**src/pal_pkg.sv**
```systemverilog
// Shared types and constants for the polyline arc-length texture coordinate block.
`default_nettype none
package pal_pkg;

  localparam int COORD_W        = 16;  // vertex coordinate width
  localparam int U_W            = 16;  // Q0.16 texture coordinate
  localparam int CUM_W          = 32;  // Q24.8 running length
  localparam int ROOT_FRAC_SH   = 16;  // squared length scaled by 2^16 gives Q.8 root
  localparam int SUMSQ_W        = 2 * COORD_W + 1;
  localparam int RAD_W          = 50;  // even width holding sum of squares << 16
  localparam int ROOT_W         = RAD_W / 2;
  localparam int QUO_W          = U_W + 1;
  localparam int MAX_POINTS_DEF = 64;

  typedef struct packed {
    logic signed [COORD_W-1:0] x_coord;
    logic signed [COORD_W-1:0] y_coord;
    logic                      last_point;
  } vertex_t;

  typedef struct packed {
    logic [U_W-1:0] u_coord;
    logic           v_coord;
    logic           last_result;
    logic           overflowed;
  } tex_t;

endpackage
`default_nettype wire

```
**src/pal_if.sv**
```systemverilog
// Valid/ready channel interfaces for vertex items and texture coordinate items.
`default_nettype none
interface pal_vertex_if;
  logic             valid;
  logic             ready;
  pal_pkg::vertex_t item;

  modport source (output valid, output item, input ready);
  modport sink   (input valid, input item, output ready);
endinterface

interface pal_tex_if;
  logic          valid;
  logic          ready;
  pal_pkg::tex_t item;

  modport source (output valid, output item, input ready);
  modport sink   (input valid, input item, output ready);
endinterface
`default_nettype wire

```
**src/pal_ram.sv**
```systemverilog
// Generic single-write, single-read RAM with registered read data.
`default_nettype none
module pal_ram #(
  parameter int WIDTH = 32,
  parameter int DEPTH = 64
) (
  input  wire logic                     clk,
  input  wire logic                     we,
  input  wire logic [$clog2(DEPTH)-1:0] waddr,
  input  wire logic [WIDTH-1:0]         wdata,
  input  wire logic [$clog2(DEPTH)-1:0] raddr,
  output      logic [WIDTH-1:0]         rdata
);

  logic [WIDTH-1:0] mem [DEPTH];

  always_ff @(posedge clk) begin
    if (we) begin
      mem[waddr] <= wdata;
    end
    rdata <= mem[raddr];
  end

endmodule
`default_nettype wire

```
**src/pal_sqrt.sv**
```systemverilog
// Bit-serial integer square root, one root bit per cycle, rounded down.
`default_nettype none
module pal_sqrt (
  input  wire logic                        clk,
  input  wire logic                        rst,
  input  wire logic                        start,
  input  wire logic [pal_pkg::RAD_W-1:0]   radicand,
  output      logic                        done,
  output      logic [pal_pkg::ROOT_W-1:0]  root
);

  localparam int CNT_W = $clog2(pal_pkg::ROOT_W);

  logic [pal_pkg::RAD_W-1:0]  rad;
  logic [pal_pkg::ROOT_W:0]   rem;
  logic [CNT_W-1:0]           cnt;
  logic                       busy;

  logic [pal_pkg::ROOT_W+2:0] rem_sh;
  logic [pal_pkg::ROOT_W+2:0] trial;
  logic [pal_pkg::ROOT_W+2:0] diff;
  logic                       ge;

  // two radicand bits enter the partial remainder each step
  assign rem_sh = {rem, rad[pal_pkg::RAD_W-1 -: 2]};
  assign trial  = {1'b0, root, 2'b01};
  assign ge     = rem_sh >= trial;
  assign diff   = rem_sh - trial;

  always_ff @(posedge clk) begin
    if (rst) begin
      busy <= 1'b0;
      done <= 1'b0;
      cnt  <= '0;
    end else begin
      done <= 1'b0;
      if (start) begin
        busy <= 1'b1;
        cnt  <= CNT_W'(pal_pkg::ROOT_W - 1);
        rad  <= radicand;
        rem  <= '0;
        root <= '0;
      end else if (busy) begin
        rad  <= {rad[pal_pkg::RAD_W-3:0], 2'b00};
        rem  <= ge ? diff[pal_pkg::ROOT_W:0] : rem_sh[pal_pkg::ROOT_W:0];
        root <= {root[pal_pkg::ROOT_W-2:0], ge};
        if (cnt == '0) begin
          busy <= 1'b0;
          done <= 1'b1;
        end else begin
          cnt <= cnt - 1'b1;
        end
      end
    end
  end

endmodule
`default_nettype wire

```
**src/pal_div.sv**
```systemverilog
// Bit-serial restoring divider for cum * 2^16 / total, given cum <= total.
`default_nettype none
module pal_div (
  input  wire logic                       clk,
  input  wire logic                       rst,
  input  wire logic                       start,
  input  wire logic [pal_pkg::CUM_W-1:0]  dividend,
  input  wire logic [pal_pkg::CUM_W-1:0]  divisor,
  output      logic                       done,
  output      logic [pal_pkg::QUO_W-1:0]  quo
);

  localparam int CNT_W = $clog2(pal_pkg::QUO_W);

  logic [pal_pkg::CUM_W:0]   rem;
  logic [pal_pkg::CUM_W-1:0] dv;
  logic                      first;
  logic [CNT_W-1:0]          cnt;
  logic                      busy;

  logic [pal_pkg::CUM_W:0]   cur;
  logic [pal_pkg::CUM_W:0]   diff;
  logic                      ge;

  // first step tests the integer bit without shifting
  assign cur  = first ? rem : {rem[pal_pkg::CUM_W-1:0], 1'b0};
  assign ge   = cur >= {1'b0, dv};
  assign diff = cur - {1'b0, dv};

  always_ff @(posedge clk) begin
    if (rst) begin
      busy  <= 1'b0;
      done  <= 1'b0;
      cnt   <= '0;
      first <= 1'b0;
    end else begin
      done <= 1'b0;
      if (start) begin
        busy  <= 1'b1;
        first <= 1'b1;
        cnt   <= CNT_W'(pal_pkg::QUO_W - 1);
        rem   <= {1'b0, dividend};
        dv    <= divisor;
        quo   <= '0;
      end else if (busy) begin
        first <= 1'b0;
        rem   <= ge ? diff : cur;
        quo   <= {quo[pal_pkg::QUO_W-2:0], ge};
        if (cnt == '0) begin
          busy <= 1'b0;
          done <= 1'b1;
        end else begin
          cnt <= cnt - 1'b1;
        end
      end
    end
  end

endmodule
`default_nettype wire

```
**src/polyline_arc_length_texcoord.sv**
```systemverilog
// Top level: polyline arc-length accumulation and texture coordinate emission.
//
// Channels: vertex (sink) takes one polyline vertex per item: signed x/y and
// a last flag. texcoord (source) gives one item per stored vertex, in order,
// once the vertex marked last has been taken: u = cumulative/total in Q0.16
// (saturated at 65535, 0 for a zero-length polyline), v = index mod 2, a last
// flag and a sticky overflow flag for vertices dropped beyond MAX_POINTS.
// Vertex steps: accept, decode, squaring of dx and then dy on the shared
// 16x16 multiplier, a start step, the bit-serial square root and a commit
// step. The first vertex and a dropped one need only accept and decode.
// vertex.ready is high only in the idle state.
// Emission: per result a RAM read, a divider start, the serial divider and
// its done step, then an output load. Results go through an output register,
// so a new vertex is taken while the final item still waits.
// If texcoord stalls, the sequencer holds before loading the next item.
// Reset (rst, synchronous): clears the sequencer, counts, flags and output
// valid. The length RAM is not cleared; entries are always written first.
`default_nettype none
module polyline_arc_length_texcoord #(
  parameter int MAX_POINTS = pal_pkg::MAX_POINTS_DEF
) (
  input wire logic   clk,
  input wire logic   rst,
  pal_vertex_if.sink   vertex,
  pal_tex_if.source    texcoord
);

  localparam int CNT_W = $clog2(MAX_POINTS + 1);
  localparam int IDX_W = $clog2(MAX_POINTS);
  localparam logic [CNT_W-1:0] CNT_MAX = CNT_W'(MAX_POINTS);

  typedef enum logic [3:0] {
    S_IDLE, S_DECIDE, S_SQX, S_SQY, S_SQ_GO, S_ROOT,
    S_EM_RD, S_EM_GO, S_EM_DIV, S_EM_OUT
  } state_t;

  state_t state;

  // latched vertex
  logic signed [pal_pkg::COORD_W-1:0] x_reg, y_reg;
  logic                               last_reg;
  // polyline state
  logic signed [pal_pkg::COORD_W-1:0] prev_x, prev_y;
  logic [CNT_W-1:0]                   count;
  logic                               overflow_flag;
  logic [pal_pkg::CUM_W-1:0]          cum_last;   // running total
  logic [IDX_W-1:0]                   k;          // emit index
  logic [pal_pkg::SUMSQ_W-1:0]        acc;        // dx^2 + dy^2
  // output register
  logic                               tex_valid;
  pal_pkg::tex_t                      tex_item;

  // --- segment difference and squaring ---
  logic signed [pal_pkg::COORD_W:0] dx_s, dy_s;
  logic [pal_pkg::COORD_W-1:0]      dx, dy, mul_a;
  logic [2*pal_pkg::COORD_W-1:0]    prod;

  assign dx_s  = {x_reg[pal_pkg::COORD_W-1], x_reg} - {prev_x[pal_pkg::COORD_W-1], prev_x};
  assign dy_s  = {y_reg[pal_pkg::COORD_W-1], y_reg} - {prev_y[pal_pkg::COORD_W-1], prev_y};
  assign dx    = dx_s[pal_pkg::COORD_W] ? pal_pkg::COORD_W'(-dx_s) : dx_s[pal_pkg::COORD_W-1:0];
  assign dy    = dy_s[pal_pkg::COORD_W] ? pal_pkg::COORD_W'(-dy_s) : dy_s[pal_pkg::COORD_W-1:0];
  assign mul_a = (state == S_SQX) ? dx : dy;
  assign prod  = mul_a * mul_a;

  // --- square root: length in Q.8 = isqrt(sumsq << 16) ---
  logic                          sq_start, sq_done;
  logic [pal_pkg::RAD_W-1:0]     radicand;
  logic [pal_pkg::ROOT_W-1:0]    seg;

  assign sq_start = (state == S_SQ_GO);
  assign radicand = {(pal_pkg::RAD_W - pal_pkg::SUMSQ_W - pal_pkg::ROOT_FRAC_SH)'(0),
                     acc, pal_pkg::ROOT_FRAC_SH'(0)};

  pal_sqrt u_sqrt (
    .clk      (clk),
    .rst      (rst),
    .start    (sq_start),
    .radicand (radicand),
    .done     (sq_done),
    .root     (seg)
  );

  // saturating accumulate
  logic [pal_pkg::CUM_W:0]   sum_w;
  logic [pal_pkg::CUM_W-1:0] sum_sat;

  assign sum_w   = {1'b0, cum_last} + (pal_pkg::CUM_W + 1)'(seg);
  assign sum_sat = sum_w[pal_pkg::CUM_W] ? '1 : sum_w[pal_pkg::CUM_W-1:0];

  // --- length store ---
  logic                      ram_we;
  logic [IDX_W-1:0]          ram_waddr;
  logic [pal_pkg::CUM_W-1:0] ram_wdata, ram_rdata;

  assign ram_we    = ((state == S_DECIDE) && (count == '0)) || ((state == S_ROOT) && sq_done);
  assign ram_waddr = count[IDX_W-1:0];
  assign ram_wdata = (state == S_ROOT) ? sum_sat : '0;

  pal_ram #(
    .WIDTH (pal_pkg::CUM_W),
    .DEPTH (MAX_POINTS)
  ) u_ram (
    .clk   (clk),
    .we    (ram_we),
    .waddr (ram_waddr),
    .wdata (ram_wdata),
    .raddr (k),
    .rdata (ram_rdata)
  );

  // --- normalising divide ---
  logic                      dv_start, dv_done;
  logic [pal_pkg::QUO_W-1:0] quo;

  assign dv_start = (state == S_EM_GO);

  pal_div u_div (
    .clk      (clk),
    .rst      (rst),
    .start    (dv_start),
    .dividend (ram_rdata),
    .divisor  (cum_last),
    .done     (dv_done),
    .quo      (quo)
  );

  logic [pal_pkg::U_W-1:0] u_val;
  logic                    k_last;
  logic                    out_free;
  logic                    out_load;

  // zero total gives u = 0; a quotient of one saturates
  assign u_val    = (cum_last == '0)        ? '0 :
                    quo[pal_pkg::QUO_W-1]   ? '1 : quo[pal_pkg::U_W-1:0];
  assign k_last   = ((CNT_W'(k) + 1'b1) == count);
  assign out_free = !tex_valid || texcoord.ready;
  assign out_load = (state == S_EM_OUT) && out_free;

  assign vertex.ready   = (state == S_IDLE);
  assign texcoord.valid = tex_valid;
  assign texcoord.item  = tex_item;

  // --- sequencer ---
  always_ff @(posedge clk) begin
    if (rst) begin
      state         <= S_IDLE;
      count         <= '0;
      overflow_flag <= 1'b0;
      prev_x        <= '0;
      prev_y        <= '0;
      k             <= '0;
      tex_valid     <= 1'b0;
    end else begin
      // a load in this cycle sets valid again below
      if (texcoord.ready && !out_load) begin
        tex_valid <= 1'b0;
      end
      case (state)
        S_IDLE: begin
          k <= '0;
          if (vertex.valid) begin
            x_reg    <= vertex.item.x_coord;
            y_reg    <= vertex.item.y_coord;
            last_reg <= vertex.item.last_point;
            state    <= S_DECIDE;
          end
        end
        S_DECIDE: begin
          if (count == '0) begin
            // first vertex: length zero
            cum_last <= '0;
            prev_x   <= x_reg;
            prev_y   <= y_reg;
            count    <= CNT_W'(1);
            state    <= last_reg ? S_EM_RD : S_IDLE;
          end else if (count < CNT_MAX) begin
            state <= S_SQX;
          end else begin
            overflow_flag <= 1'b1;
            state         <= last_reg ? S_EM_RD : S_IDLE;
          end
        end
        S_SQX: begin
          acc   <= pal_pkg::SUMSQ_W'(prod);
          state <= S_SQY;
        end
        S_SQY: begin
          acc   <= acc + pal_pkg::SUMSQ_W'(prod);
          state <= S_SQ_GO;
        end
        S_SQ_GO: begin
          state <= S_ROOT;
        end
        S_ROOT: begin
          if (sq_done) begin
            cum_last <= sum_sat;
            prev_x   <= x_reg;
            prev_y   <= y_reg;
            count    <= count + 1'b1;
            state    <= last_reg ? S_EM_RD : S_IDLE;
          end
        end
        S_EM_RD: begin
          state <= S_EM_GO;   // RAM read issued; data lands in S_EM_GO
        end
        S_EM_GO: begin
          state <= S_EM_DIV;
        end
        S_EM_DIV: begin
          if (dv_done) begin
            state <= S_EM_OUT;
          end
        end
        S_EM_OUT: begin
          if (out_free) begin
            tex_valid            <= 1'b1;
            tex_item.u_coord     <= u_val;
            tex_item.v_coord     <= k[0];
            tex_item.last_result <= k_last;
            tex_item.overflowed  <= overflow_flag;
            if (k_last) begin
              count         <= '0;
              overflow_flag <= 1'b0;
              prev_x        <= '0;
              prev_y        <= '0;
              state         <= S_IDLE;
            end else begin
              k     <= k + 1'b1;
              state <= S_EM_RD;
            end
          end
        end
        default: state <= S_IDLE;
      endcase
    end
  end

  // --- assertions ---
  a_count_range: assert property (@(posedge clk) disable iff (rst)
    count <= CNT_MAX)
    else $error("stored vertex count beyond capacity");

  a_emit_index: assert property (@(posedge clk) disable iff (rst)
    (state == S_EM_RD || state == S_EM_GO || state == S_EM_DIV || state == S_EM_OUT)
      |-> (CNT_W'(k) < count))
    else $error("emit index past stored vertices");

  a_root_in_place: assert property (@(posedge clk) disable iff (rst)
    sq_done |-> (state == S_ROOT))
    else $error("square root finished outside its wait state");

  a_clear_after_last: assert property (@(posedge clk) disable iff (rst)
    (out_load && k_last) |=> (count == '0 && !overflow_flag && tex_valid))
    else $error("polyline state not cleared after final item");

endmodule
`default_nettype wire
```
**src/flat_wrapper.sv**
```systemverilog
// flat-port wrapper written by rule: the top's interface ports become plain ports
module polyline_arc_length_texcoord_flat 
#(
  parameter int MAX_POINTS = pal_pkg::MAX_POINTS_DEF
)
  (clk, rst, vertex_valid, vertex_item, vertex_ready, texcoord_valid, texcoord_item, texcoord_ready);
  pal_vertex_if vertex_i ();
  pal_tex_if texcoord_i ();
  input wire logic clk;
  input wire logic rst;
  input wire logic [$bits(vertex_i.valid)-1:0] vertex_valid;
  input wire logic [$bits(vertex_i.item)-1:0] vertex_item;
  output wire logic [$bits(vertex_i.ready)-1:0] vertex_ready;
  output wire logic [$bits(texcoord_i.valid)-1:0] texcoord_valid;
  output wire logic [$bits(texcoord_i.item)-1:0] texcoord_item;
  input wire logic [$bits(texcoord_i.ready)-1:0] texcoord_ready;
  assign vertex_i.valid = vertex_valid;
  assign vertex_i.item = vertex_item;
  assign vertex_ready = vertex_i.ready;
  assign texcoord_valid = texcoord_i.valid;
  assign texcoord_item = texcoord_i.item;
  assign texcoord_i.ready = texcoord_ready;
  polyline_arc_length_texcoord #(.MAX_POINTS(MAX_POINTS)) u_core (.clk(clk), .rst(rst), .vertex(vertex_i), .texcoord(texcoord_i));
endmodule
```
**config.mk**
```make
export PLATFORM = sky130hd
export DESIGN_NAME = polyline_arc_length_texcoord_flat
export DESIGN_NICKNAME = d
export VERILOG_FILES = /design/src/pal_pkg.sv /design/src/pal_if.sv /design/src/pal_ram.sv /design/src/pal_sqrt.sv /design/src/pal_div.sv /design/src/polyline_arc_length_texcoord.sv /design/src/flat_wrapper.sv
export SDC_FILE = /design/constraint.sdc
export NUM_CORES = 2
export LEC_CHECK = 0
export BUFFER_PORTS_ARGS = -buffer_cell sky130_fd_sc_hd__buf_2
export CAP_MARGIN = 20
export CELL_PAD_IN_SITES_DETAIL_PLACEMENT = 0
export CELL_PAD_IN_SITES_GLOBAL_PLACEMENT = 1
export CORE_ASPECT_RATIO = 1.1
export CORE_UTILIZATION = 50
export CTS_CLUSTER_DIAMETER = 30
export CTS_CLUSTER_SIZE = 40
export DETAILED_ROUTE_END_ITERATION = 12
export PLACE_DENSITY = 0.74
export REMOVE_ABC_BUFFERS = 1
export SETUP_SLACK_MARGIN = 0.05
export SLEW_MARGIN = 10
export SYNTH_ARGS = -nofsm -noshare
export SYNTH_HDL_FRONTEND = slang
export SYNTH_SLANG_ARGS = --single-unit
```
**constraint.sdc**
```tcl
create_clock -name clk -period 13.54 [get_ports clk]
set_input_delay 1.354 -clock clk [delete_from_list [all_inputs] [get_ports clk]]
set_output_delay 1.354 -clock clk [all_outputs]
set_load 0.01 [all_outputs]
```
==> metrics <==
cell with the largest stage delay on the worst path=sky130_fd_sc_hd__o41ai_1; Critical Path Fanout Max=14; worst reg2reg path depth=40; area grow syn2layout=18.0%; fraction of registers with async set/reset=0%; Post-Syn Area=~110000 um2; top flop regs=u_core.u_ram.mem: 2048 flops, u_core.u_sqrt.rad: 34 flops; worst path buffer plus inverter count=5; count of boundary I/O pins=58; remaining antenna violation count after routing=0; Crit path largest cell delay=0.85 ns; FF+latch count, synth=about 2400; Util after Layout=59.5%; Total Wirelength=between 200000 and 300000 um; Stages on worst setup path=40; cell family with the largest share of critical-path delay=compound AO/OA/AOI/OAI gates; data arrival time of the critical path=13.07 ns; Die Ht=a little under 500 um; Max Buffers Root-to-Sink=4; flip-flop and latch area=between 70000 and 80000 um2; overall die width=between 400 and 500 um; detailed-route DRC error count=0; Core Region=roughly 210000 um2; setup violation total in the final timing report=0; net count reported at finish=between 7000 and 8000; endpoint class of the critical path=flop; number of buffers created by CTS=between 400 and 500; max-slew headroom at the worst pin=between 10% and 20%; Top FF cell, synth=sky130_fd_sc_hd__edfxtp_1; Filler cells=approximately 15000; number of global-route vias before repair=60800; H-tree depth reported by CTS=5; clock tree root buffer cell=sky130_fd_sc_hd__clkbuf_16; run status=completed; number of cells upsized or downsized after cts=0; number of stages on the worst hold path=0; actual slew at the worst max-slew pin=roughly 1.2 ns; clock-pin transition on the worst setup and hold timing paths=about 0.04 ns; number of buffers inserted for hold repair after clock tree synthesis=0; number of antenna violations at the first check in global routing=25; fraction of layout cells with a size suffix above 1=approximately 25%; clock latency of the later-clocked register in the worst-skew pair=1.00 ns; number of DRC markers after the initial detailed-route iteration=6364; Avg Vias per Cell=~6.1; final critical-path required period=~12 ns; number of flops mapped to enable cells by yosys=2332; Slew Viols, Final=0; first-pass GRT wire length=a little over 400000 um; std cell rows=178; Synth cell types=84; clock tree from TritonCTS=built; Most flops, register=u_core.u_ram.mem; type of the most critical hold path=flop to flop; detailed-route via count=59600; Pre-antenna DRT Iters=6; data required time of the critical path=14.27 ns; routability-driven placement congestion ratio=~0.86; total of max-cap violations=0; remaining global-route overflow=0; internal reg-to-reg setup slack=between 1 and 1.5 ns; share of the clock period used by the worst path=approximately 91%; minimum hold slack=0.465 ns; gate count of the mapped netlist=~6200; number of hold-slack violations in the final timing report=0; Total Die Area=218000 um2; DP Wirelength=between 150000 and 200000 um; max FFs per register=2048; maximum number of pins on one net before global-route repair=about 130; setup clock skew after layout=approximately 0.11 ns; Wirelength per Cell=roughly 28 um; Starting Density=around half; part of the Yosys area used for sequential elements=between 60% and 70%; type of origin of the critical path=flop; cell repeated most along the worst path=sky130_fd_sc_hd__fa_1; Crit Path Class=flop to flop; syn avg cell area=~17 um2; count of buffers from port buffering=57; setup TNS=0 ns; gr usage total=between 20% and 30%; RSZ-0062 raised after global routing=no; Sinks on Clock Net=between 2000 and 2500; Post-CTS Setup Repair Bufs=0; Fmax=a little over 80 MHz; area occupied by multi-input gates=34400 um2; count of yosys warnings during synthesis=0
==> cells in the final DEF (no fill, tap or decap), types with 31 or more instances in the layout <==
master,instances
sky130_fd_sc_hd__clkbuf_16,433
sky130_fd_sc_hd__nand2b_1,49
sky130_fd_sc_hd__o21a_1,31
sky130_fd_sc_hd__nand3_1,59
sky130_fd_sc_hd__edfxtp_1,2332
sky130_fd_sc_hd__mux2_2,37
sky130_fd_sc_hd__clkinv_2,45
sky130_fd_sc_hd__nor3_1,59
sky130_fd_sc_hd__ha_1,260
sky130_fd_sc_hd__clkinv_1,60
sky130_fd_sc_hd__clkinvlp_4,41
sky130_fd_sc_hd__mux2i_1,42
sky130_fd_sc_hd__clkinv_4,32
sky130_fd_sc_hd__a22oi_1,33
sky130_fd_sc_hd__nor2_4,67
sky130_fd_sc_hd__inv_6,49
sky130_fd_sc_hd__inv_1,377
sky130_fd_sc_hd__bufinv_16,60
sky130_fd_sc_hd__nand2_1,299
sky130_fd_sc_hd__a21oi_1,179
sky130_fd_sc_hd__o21ai_0,113
sky130_fd_sc_hd__buf_4,162
sky130_fd_sc_hd__fa_1,164
sky130_fd_sc_hd__mux4_2,672
sky130_fd_sc_hd__a21o_1,78
sky130_fd_sc_hd__xor2_1,70
sky130_fd_sc_hd__dfxtp_1,92
sky130_fd_sc_hd__xnor2_1,118
sky130_fd_sc_hd__buf_2,57
sky130_fd_sc_hd__clkbuf_1,33
sky130_fd_sc_hd__nor2_1,364
==> cell families (layout without fill, tap and decap cells) <==
kind of cell               Yosys count  count (layout)  share of synthesized area, %
DFF                               2430            2430                          66.7
and+or+nand+nor                   1106            1106                          4.66
muxes                              752             752                          14.8
AOI/OAI and AO/OA                  665             665                          3.98
buffers and inverters              650            1369                          2.28
adders and majority gates          424             424                          6.05
xor gates and xnor gates           188             188                          1.53
other                                0              12                             0
==> path summary, 6_finish.rpt <==
path / startpoint / to
worst max-delay path: u_core.y_reg[0] / u_core.acc[30]
worst min-delay path: u_core.cum_last[4] / u_core.u_div.dv[4]
worst min register to register: u_core.cum_last[4] / u_core.u_div.dv[4]
worst max register to register: u_core.y_reg[0] / u_core.acc[30]
==> Yosys cell counts (all sizes together), types with 78 or more instances <==
cell | count | area [um2]
o21ai | 121 | 609
a21oi | 203 | 1020
dfxtp | 98 | 1960
clkbuf | 200 | 751
edfxtp | 2332 | 70000
xnor2 | 118 | 1030
fa | 164 | 3280
nand2 | 301 | 1130
ha | 260 | 3250
a21o | 78 | 586
inv | 378 | 1420
mux4 | 672 | 15100
nor2 | 434 | 1630
==> cell type report <==
cell class / count / area share, %
Sequential cell: 2430 / 56.5
Inverter: 381 / 1.12
Timing Repair Buffer: 222 / 1.23
Clock inverter: 294 / 2.64
Clock buffer: 472 / 8.66
Tap cell: 2880 / 2.83
Multi-Input combinational cell: 3135 / 27.0
Antenna cell: 12 / 0.0236
==> stage by stage <==
stage	std cells	cell area, um2	setup WS, ns
final	9826	127000	1.20
after global routing	9815	127000	0.184
after CTS	9813	127000	1.16
after detailed placement	9047	113000	1.23
after global placement	9047	113000	1.35
after floorplan	5946	107000	-11.53
==> metal layers <==
metal	vias up	routed length (um)	global-route usage (%)
li1	25300	-	-
met4	16	8690	8.47
met5	-	110	0
met3	485	26600	5.75
met1	30900	113000	36.6
met2	2871	131000	40.5
Power is left out: the tool's default activity adds up to more than one toggle a clock period on the data nets, which glitch-free logic cannot reach.
